==> config.mk <==
export PLATFORM = sky130hd
export DESIGN_NAME = quadrature_encoder_key_scanner
export DESIGN_NICKNAME = d
export VERILOG_FILES = /design/src/rtl/qeks_pkg.sv /design/src/rtl/quadrature_encoder_key_scanner.sv
export VERILOG_INCLUDE_DIRS = /design/src /design/src/rtl
export SDC_FILE = /design/constraint.sdc
export NUM_CORES = 1
export LEC_CHECK = 0
export BUFFER_PORTS_ARGS = -buffer_cell sky130_fd_sc_hd__buf_2
export CORE_ASPECT_RATIO = 1.75
export CORE_MARGIN = 4
export CORE_UTILIZATION = 60
export CTS_BUF_LIST = sky130_fd_sc_hd__clkbuf_4 sky130_fd_sc_hd__clkbuf_8
export DETAILED_ROUTE_END_ITERATION = 8
export PLACE_DENSITY = 0.85
export SKIP_CTS_REPAIR_TIMING = 1
export SYNTH_ARGS = -nofsm -noshare
export SYNTH_HDL_FRONTEND = slang
export SYNTH_SLANG_ARGS = --single-unit
==> constraint.sdc <==
create_clock -name clk_i -period 4.93 [get_ports clk_i]
set_input_delay 0.493 -clock clk_i [delete_from_list [all_inputs] [get_ports clk_i]]
set_output_delay 0.493 -clock clk_i [all_outputs]
set_load 0.005 [all_outputs]
==> src/rtl/quadrature_encoder_key_scanner_defines.svh <==
// Assertion helpers shared by the scanner RTL.
`ifndef QUADRATURE_ENCODER_KEY_SCANNER_DEFINES_SVH
`define QUADRATURE_ENCODER_KEY_SCANNER_DEFINES_SVH

// Check on every clock edge outside of reset.
`define QEKS_ASSERT(lbl, prop, msg) \
  lbl: assert property (@(posedge clk_i) disable iff (!rst_ni) prop) else $error(msg);

// Check on every clock edge, reset included.
`define QEKS_ASSERT_RST(lbl, prop, msg) \
  lbl: assert property (@(posedge clk_i) prop) else $error(msg);

`endif

==> src/rtl/qeks_pkg.sv <==
`default_nettype none
package qeks_pkg;

  localparam int unsigned Channels   = 12;
  localparam int unsigned ReportKeys = 6;

  localparam int unsigned EncPinW  = 24;
  localparam int unsigned BtnPinW  = 12;
  localparam int unsigned InDataW  = 40;
  localparam int unsigned KeyW     = 8;
  localparam int unsigned KeyCntW  = 3;
  localparam int unsigned SlotNum  = 6;
  localparam int unsigned OutDataW = 56;
  localparam int unsigned OutPadW  = OutDataW - KeyCntW - SlotNum * KeyW - 2;

  localparam int unsigned CfgAddrW = 1;
  localparam logic [CfgAddrW-1:0] CfgEncBase = 1'b0;
  localparam logic [CfgAddrW-1:0] CfgBtnBase = 1'b1;

  localparam logic [KeyW-1:0] EncBaseRst = 8'd4;
  localparam logic [KeyW-1:0] BtnBaseRst = 8'd84;

  localparam logic [3:0] BootMask = 4'hF;
  localparam logic [3:0] BootCode = 4'h6;

  // successor phase, entry p at bits 2p+1..2p
  localparam logic [3:0][1:0] FwdNext = {2'd1, 2'd3, 2'd0, 2'd2};
  localparam logic [3:0][1:0] BwdNext = {2'd2, 2'd0, 2'd3, 2'd1};

endpackage
`default_nettype wire

==> src/rtl/quadrature_encoder_key_scanner.sv <==
// StIdle takes the input word, StEnc scans the encoders and StBtn the buttons, and StLoad
// writes the result word once the output register is free; only then is a new word taken.
// The shared key-code adder visits one encoder or one button per cycle.
// A finished result waits in the output register while the next word is accepted.
// Reset: asynchronous, active low; stored phases and levels clear to zero and the
// key bases return to 4 and 84.
`default_nettype none
`include "quadrature_encoder_key_scanner_defines.svh"
module quadrature_encoder_key_scanner #(
  parameter int unsigned CHANNELS    = qeks_pkg::Channels,
  parameter int unsigned REPORT_KEYS = qeks_pkg::ReportKeys
) (
  input  wire logic                          clk_i,
  input  wire logic                          rst_ni,
  input  wire logic                          cfg_we_i,
  input  wire logic [qeks_pkg::CfgAddrW-1:0] cfg_addr_i,
  input  wire logic [qeks_pkg::KeyW-1:0]     cfg_wdata_i,
  input  wire logic                          s_axis_tvalid_i,
  output logic                               s_axis_tready_o,
  // encoder_pins[23:0], button_pins[35:24], zero pad
  input  wire logic [qeks_pkg::InDataW-1:0]  s_axis_tdata_i,
  output logic                               m_axis_tvalid_o,
  input  wire logic                          m_axis_tready_i,
  // key_count[2:0], key_first .. key_sixth[50:3], keys_dropped[51],
  // boot_request[52], zero pad
  output logic [qeks_pkg::OutDataW-1:0]      m_axis_tdata_o
);
  import qeks_pkg::*;

  localparam int unsigned IdxW = (CHANNELS > 1) ? $clog2(CHANNELS) : 1;
  localparam int unsigned CntW = $clog2(2 * CHANNELS + 1);
  localparam int unsigned CmpW = (CntW > 5) ? CntW : 5;
  localparam logic [IdxW-1:0]    IdxLast = IdxW'(CHANNELS - 1);
  localparam logic [CmpW-1:0]    RkCmp   = CmpW'(REPORT_KEYS);
  localparam logic [KeyCntW-1:0] RkCnt   = KeyCntW'(REPORT_KEYS);

  typedef enum logic [1:0] {StIdle, StEnc, StBtn, StLoad} state_e;

  state_e                       state_q, state_d;
  logic [IdxW-1:0]              idx_q, idx_d;
  logic [CntW-1:0]              cnt_q, cnt_d;
  logic [EncPinW-1:0]           enc_q, enc_d;
  logic [BtnPinW-1:0]           btn_q, btn_d;
  logic [CHANNELS-1:0][1:0]     phase_q, phase_d;
  logic [CHANNELS-1:0]          lvl_q, lvl_d;
  logic [SlotNum-1:0][KeyW-1:0] slot_q, slot_d;
  logic                         out_vld_q, out_vld_d;
  logic [KeyCntW-1:0]           kcnt_q, kcnt_d;
  logic [SlotNum-1:0][KeyW-1:0] kslot_q, kslot_d;
  logic                         drop_q, drop_d;
  logic                         boot_q, boot_d;
  logic [KeyW-1:0]              enc_base_q, btn_base_q;

  logic [EncPinW-1:0] enc_sh;
  logic [BtnPinW-1:0] btn_sh;
  logic [1:0]         now_ph, old_ph;
  logic               now_lvl, fwd_hit, bwd_hit, press, emit;
  logic [KeyW-1:0]    add_base, add_off, code;
  logic [CmpW-1:0]    cnt_ext, shown;
  logic               slot_en;

  always_ff @(posedge clk_i or negedge rst_ni) begin
    if (!rst_ni) begin
      enc_base_q <= EncBaseRst;
      btn_base_q <= BtnBaseRst;
    end else if (cfg_we_i) begin
      unique case (cfg_addr_i)
        CfgEncBase: enc_base_q <= cfg_wdata_i;
        CfgBtnBase: btn_base_q <= cfg_wdata_i;
        default: ;
      endcase
    end
  end

  always_comb begin
    enc_sh  = enc_q >> {idx_q, 1'b0};
    btn_sh  = btn_q >> idx_q;
    now_ph  = enc_sh[1:0];
    now_lvl = btn_sh[0];
    old_ph  = phase_q[idx_q];
    fwd_hit = (now_ph != old_ph) && (FwdNext[old_ph] == now_ph);
    bwd_hit = (now_ph != old_ph) && (BwdNext[old_ph] == now_ph);
    press   = !now_lvl && lvl_q[idx_q];
    emit    = ((state_q == StEnc) && (fwd_hit || bwd_hit)) ||
              ((state_q == StBtn) && press);

    add_base = (state_q == StBtn) ? btn_base_q : enc_base_q;
    add_off  = KeyW'(idx_q) +
               (((state_q == StEnc) && bwd_hit) ? KeyW'(CHANNELS) : KeyW'(0));
    code     = add_base + add_off;

    cnt_ext = CmpW'(cnt_q);
    slot_en = (cnt_ext < RkCmp) && (cnt_ext < CmpW'(SlotNum));
    shown   = (cnt_ext < RkCmp) ? cnt_ext : RkCmp;
  end

  always_comb begin
    state_d   = state_q;
    idx_d     = idx_q;
    cnt_d     = cnt_q;
    enc_d     = enc_q;
    btn_d     = btn_q;
    phase_d   = phase_q;
    lvl_d     = lvl_q;
    slot_d    = slot_q;
    out_vld_d = out_vld_q && !m_axis_tready_i;
    kcnt_d    = kcnt_q;
    kslot_d   = kslot_q;
    drop_d    = drop_q;
    boot_d    = boot_q;

    unique case (state_q)
      StIdle: begin
        if (s_axis_tvalid_i) begin
          enc_d   = s_axis_tdata_i[EncPinW-1:0];
          btn_d   = s_axis_tdata_i[EncPinW +: BtnPinW];
          idx_d   = '0;
          cnt_d   = '0;
          slot_d  = '0;
          state_d = StEnc;
        end
      end
      StEnc: begin
        phase_d[idx_q] = now_ph;
        if (idx_q == IdxLast) begin
          idx_d   = '0;
          state_d = StBtn;
        end else begin
          idx_d = idx_q + 1'b1;
        end
      end
      StBtn: begin
        lvl_d[idx_q] = now_lvl;
        if (idx_q == IdxLast) begin
          idx_d   = '0;
          state_d = StLoad;
        end else begin
          idx_d = idx_q + 1'b1;
        end
      end
      StLoad: begin
        if (!out_vld_q || m_axis_tready_i) begin
          out_vld_d = 1'b1;
          kcnt_d    = shown[KeyCntW-1:0];
          kslot_d   = slot_q;
          drop_d    = cnt_ext > RkCmp;
          boot_d    = (btn_q[3:0] & BootMask) == BootCode;
          state_d   = StIdle;
        end
      end
      default: state_d = StIdle;
    endcase

    if (emit) begin
      if (slot_en) begin
        slot_d[cnt_ext[2:0]] = code;
      end
      cnt_d = cnt_q + 1'b1;
    end
  end

  always_ff @(posedge clk_i or negedge rst_ni) begin
    if (!rst_ni) begin
      state_q   <= StIdle;
      idx_q     <= '0;
      cnt_q     <= '0;
      enc_q     <= '0;
      btn_q     <= '0;
      phase_q   <= '0;
      lvl_q     <= '0;
      slot_q    <= '0;
      out_vld_q <= 1'b0;
      kcnt_q    <= '0;
      kslot_q   <= '0;
      drop_q    <= 1'b0;
      boot_q    <= 1'b0;
    end else begin
      state_q   <= state_d;
      idx_q     <= idx_d;
      cnt_q     <= cnt_d;
      enc_q     <= enc_d;
      btn_q     <= btn_d;
      phase_q   <= phase_d;
      lvl_q     <= lvl_d;
      slot_q    <= slot_d;
      out_vld_q <= out_vld_d;
      kcnt_q    <= kcnt_d;
      kslot_q   <= kslot_d;
      drop_q    <= drop_d;
      boot_q    <= boot_d;
    end
  end

  assign s_axis_tready_o = (state_q == StIdle);
  assign m_axis_tvalid_o = out_vld_q;
  assign m_axis_tdata_o  = {OutPadW'(0), boot_q, drop_q, kslot_q, kcnt_q};

  `QEKS_ASSERT(a_start_scan,
    s_axis_tvalid_i && s_axis_tready_o |=> state_q == StEnc && cnt_q == '0 && idx_q == '0,
    "scan did not start clean after accept")
  `QEKS_ASSERT(a_cnt_step,
    state_q == StEnc || state_q == StBtn |=>
      cnt_q == $past(cnt_q) || cnt_q == $past(cnt_q) + 1'b1,
    "event count moved by more than one")
  `QEKS_ASSERT(a_drop_full,
    m_axis_tvalid_o && drop_q |-> kcnt_q == RkCnt,
    "dropped keys with a report that is not full")
  `QEKS_ASSERT_RST(a_rst_quiet,
    !rst_ni |-> !m_axis_tvalid_o,
    "result word valid during reset")

endmodule
`default_nettype wire
## Word level (Yosys, flattened, before mapping)

Index checks and enable logic that the tools add are counted.

- Input bits: 54
- Word-level logic and storage cells: 126
- Flip-flop bits (word level): 201
- Output and inout bits: 58

- Equal/unequal tests: 12
- Reductions and logical operators: 27
- Add/sub/neg operators: 4
- Bitwise gates (word level): 1
- Muxes and demuxes: 37
- Order comparisons: 7
- Shift-type cells: 2

Operators with widths:

| cell | number |
|---|---|
| 2-to-1 mux 48 bit | 4 |
| bitwise mux 48 bit | 1 |
| bitwise mux 24 bit | 1 |
| demux 8 bit (select 3 bit) | 1 |
| >> shifter 24 x 5 -> 2 bit | 1 |
| 2-to-1 mux 2 bit | 8 |
| 2-to-1 mux 8 bit | 2 |
| 2-to-1 mux 5 bit | 3 |
| bitwise mux 12 bit | 1 |
| 2-to-1 mux 4 bit | 3 |
| AND reduction 2 bit | 6 |
| >> shifter 12 x 4 -> 1 bit | 1 |
| logical AND 1 bit | 9 |
| adder 8 x 5 -> 8 bit | 1 |
| binary-select mux 2 bit (select 2 bit) | 2 |
| binary-select mux 2 bit (select 4 bit) | 1 |
| demux 2 bit (select 4 bit) | 1 |
| one-hot mux 2 bit (4 select lines) | 1 |
| one-hot mux 4 bit (2 select lines) | 1 |
| nonzero test 2 bit | 3 |
| adder 4 x 4 -> 5 bit | 1 |
| adder 5 x 1 -> 5 bit (second input constant) | 1 |
| greater-than comparator 5 x 3 -> 1 bit (second input constant) | 1 |
| < comparator 4 x 5 -> 1 bit (second input constant) | 1 |
| other kinds (24) | 35 |

## Longest topological paths before layout

- Depth in word-level cells: 13
- Gate-level depth with buffers: 16

## Least setup slack after synthesis

OpenSTA, ideal clock, no wires.

- Kind: register -> register
- From: register idx_q[0]
- To: register slot_q[23] in the netlist's numbering
- Cell stages (with the launch flop): 17
- Library setup time: 122 ps
- Arrival: 3986 ps
- Buffers on the path: 2
- Slack: 823 ps
- Period minus slack after synthesis: 4107 ps
- Cell sequence: dfrtp_1 buf_6 buf_4 mux4_2 a21oi_1 xor2_1 nor2b_1 nand2_1 inv_1 fa_1 fa_1 a21o_1 a21oi_1 nor3_1 xor2_1 nor4b_4 a32o_1

RTL lines:

| item | RTL line | text |
|---|---|---|
| from (decl) | quadrature_encoder_key_scanner.sv:40 | `logic [IdxW-1:0] idx_q, idx_d;` |
| from (signal assigned) | quadrature_encoder_key_scanner.sv:179 | `idx_q <= idx_d;` |
| to (signal assigned) | quadrature_encoder_key_scanner.sv:185 | `slot_q <= slot_d;` |
| to (decl) | quadrature_encoder_key_scanner.sv:46 | `logic [SlotNum-1:0][KeyW-1:0] slot_q, slot_d;` |

==> impl_metrics.csv <==
group,metric,value,unit
timing,rsz0062_at_grt,"no",
floorplan,start_util,0.6089,
floorplan,pin_count,112,
yosys,ys_seq_elements,201,
route,wire_per_inst,19.58,um
cts,clock_latency,530,ps
route,drc,0,
route,routed_wl,19500,um
worst_setup_path,slowest_delay,820,ps
yosys,synthTopCellsByCount,"dfrtp_1 (197), mux2_2 (106), nand2_1 (77)",
worst_setup_path,crit_start,"idx_q[1]",
placement,place_hpwl,13930,um
timing,fin_crit_sh,0.9444,
timing,min_period,4656,ps
grt,grt_first_pass_wirelength,32110,um
timing,hold_ws,84.29,ps
floorplan,rows,59,
yosys,syn-instance-count,688,
grt,grt_pass1_vias,6573,
timing,tightest_slew,921.7,ps
placement,place_area,9701,um^2
yosys,syn_area,9035,um^2
cts,cts_root_buffer,"clkbuf_8",
job,drv_cap,0,
grt,grt_antenna_before_repair,0,
timing,slew_headroom,0.3856,
timing,finalHoldViolations,0,
cells_and_area,drive_gt1_frac,0.3825,
power,irDropWorstVdd,0.5060,mV
worst_setup_path,crit_required,5350,ps
yosys,netlist_top_cells_area,"dfrtp_1 (55%), mux2_2 (13%), mux2i_1 (4.2%)",
floorplan,dieWidth,100.8,um
timing,drv_slew,0,
timing,fin_tns_setup,0,ps
grt,grt_overflow_total,0,
worst_setup_path,cp_num_buf_inv,1,
cts,clk_path_buf_depth,3,
worst_setup_path,critPathTopFamily,"compound AO/OA/AOI/OAI gates",
timing,timing.fmax,214.8,MHz
timing,timing.final.ws_setup,274.1,ps
worst_setup_path,path_class,"flip-flop to flip-flop",
worst_setup_path,endpoint_kind,"flip-flop",
cells_and_area,final_cell_area,10270,um^2
route,vias,5936,
yosys,synthFlopType,"dfrtp_1",
yosys,yosysTopAreaCell,"dfrtp_1",
worst_setup_path,r2r_start,"idx_q[1]",
yosys,ys_seq_area_frac,0.5573,
worst_setup_path,slowest_stage,"dfrtp_1",
cts,cts_buffers,28,
route,drt_first_iter_violations,290,
worst_setup_path,reg2reg_slack,270,ps
yosys,synth.most_common_cell,"dfrtp_1",
cells_and_area,instances_no_fill,996,
route,drt.antenna.violating_nets,0,
hold_path,hp-class,"primary input to async pin",
power,p_per_area,679.2,nW/um^2
floorplan,dieArea,17160,um^2
floorplan,die_y,170.3,um
grt,grt_max_degree,118,
power,leakage,0.005077,uW
yosys,yosysTopAreaCellShare,0.5456,
yosys,synth_edf_count,0,
outcome,status,"finished, final reports clean",
cells_and_area,num-nets-final,868,
yosys,synth.avg_cell_area,13.13,um^2
placement,place_congestion,0.8725,
cts,clk_pin_slew,70,ps
timing,skew,17.18,ps
worst_setup_path,cp_max_fo,17,
cells_and_area,area_growth,13.71,%
route,viasPerCell,5.960,
cts,htreeDepth,1,
timing,setup_viol,0,
placement,io_buffers,104,
cts,clkSinkCount,201,
worst_setup_path,cp.arrival,5070,ps
placement,pre_cts_ws,55.04,ps
yosys,ys_warn_count,0,
worst_setup_path,path_cells,"mux4_2 > a22o_1 > a21oi_1 > xor2_1 > nor2b_1 > nand2_1 > inv_1 > fa_1 > fa_1 > a21o_1 > a21oi_1 > nor3_1 > xor2_1 > nor4b_4 > a32o_1",
yosys,ys_types,48,
worst_setup_path,crit_path_start_kind,"flip-flop",
cts,cts_tree,"done",
yosys,synth-async-reset-ratio,1.000,
floorplan,coreArea,14840,um^2
grt,grt_util_all_layers,0.2331,
route,dr.pass1.iters,6,
placement,dpl.cell_count,948,
cells_and_area,diodes,0,
## sequential cells by signal, summed over array words and instances, names as in the netlist, 2 cells and up
| name | cells |
|---|---|
| slot_q | 48 |
| enc_base_q | 8 |
| cnt_ext | 5 |
| btn_q | 12 |
| phase_q | 24 |
| enc_q | 24 |
| kcnt_q | 3 |
| btn_base_q | 8 |
| state_q | 2 |
| m_axis_tdata_o | 48 |
| idx_q | 4 |
| lvl_q | 12 |
## where the power goes
group | internal [uW] | leakage (uW) | switching [uW]
Sequential | 2260 | 0.00262 | 413
Clock | 729 | 0.000309 | 580
Combinational | 1360 | 0.00215 | 1640
## through the flow
| step | util | total power, uW |
|---|---|---|
| global route | 0.6924 | 7398 |
| floorplan | - | 4743 |
| finish | 0.6924 | 6978 |
| CTS | 0.6923 | 7016 |
| global placement | 0.6538 | 5475 |
| detailed placement | 0.6538 | 5669 |
## logic make-up (layout without fill, tap and decap cells)
logic type,count (synthesis),in the layout,share of synthesized area
AOI/OAI and AO/OA,100,100,0.07478
xor gates and xnor gates,9,9,0.008725
adders and majority gates,19,19,0.02880
buffers and inverters,63,186,0.03379
DFF,201,201,0.5573
muxes,163,163,0.2212
other,1,3,0.0004151
and+or+nand+nor,132,132,0.07506
## layout by cell type (no fill, tap or decap), types with 20 or more instances in the layout
cell type,count
dfrtp_1,196
clkbuf_8,32
o21ai_0,39
buf_4,20
nand3_1,22
mux2i_1,38
mux2_2,106
buf_2,103
nand2_1,76
## final timing paths
| path | endpoint | cells past startpoint |
|---|---|---|
| max in group asynchronous | slot_q[13] | 2 |
| hold / removal | m_axis_tdata_o[48] | 1 |
| hold reg to reg | boot_q | 2 |
| min in group clk_i | btn_q[0] | 2 |
| setup reg to reg | slot_q[15] | 15 |
| setup / recovery | slot_q[15] | 15 |
## worst register-to-register path, delay by kind of cell, from the launching register on
family | cells | cell delay, ps
xor gates and xnor gates | 2 | 650
AOI/OAI and AO/OA | 5 | 1050
buffers and inverters | 1 | 120
and+or+nand+nor | 4 | 560
adders and majority gates | 2 | 950
muxes | 1 | 420
DFF | 1 | 820
## metal layers
metal,part of all wire,global-route usage,vias up
met5,0,0,-
met1,0.35,0.2528,2996
li1,-,-,2678
met2,0.56,0.4453,213
met4,0.033,0.08974,0
met3,0.051,0.03363,49
## cell type report
| cell class | count | area [um^2] |
|---|---|---|
| multi-input cells | 426 | 3705 |
| repair buffers | 124 | 679.4 |
| fillers | 1044 | 4564 |
| flip-flops and latches | 201 | 5036 |
| well taps | 183 | 229.0 |
| clock inverters | 3 | 40.04 |
| clock buffers | 45 | 531.8 |
| inverters | 14 | 52.55 |
(Power assumes the default switching activity.)
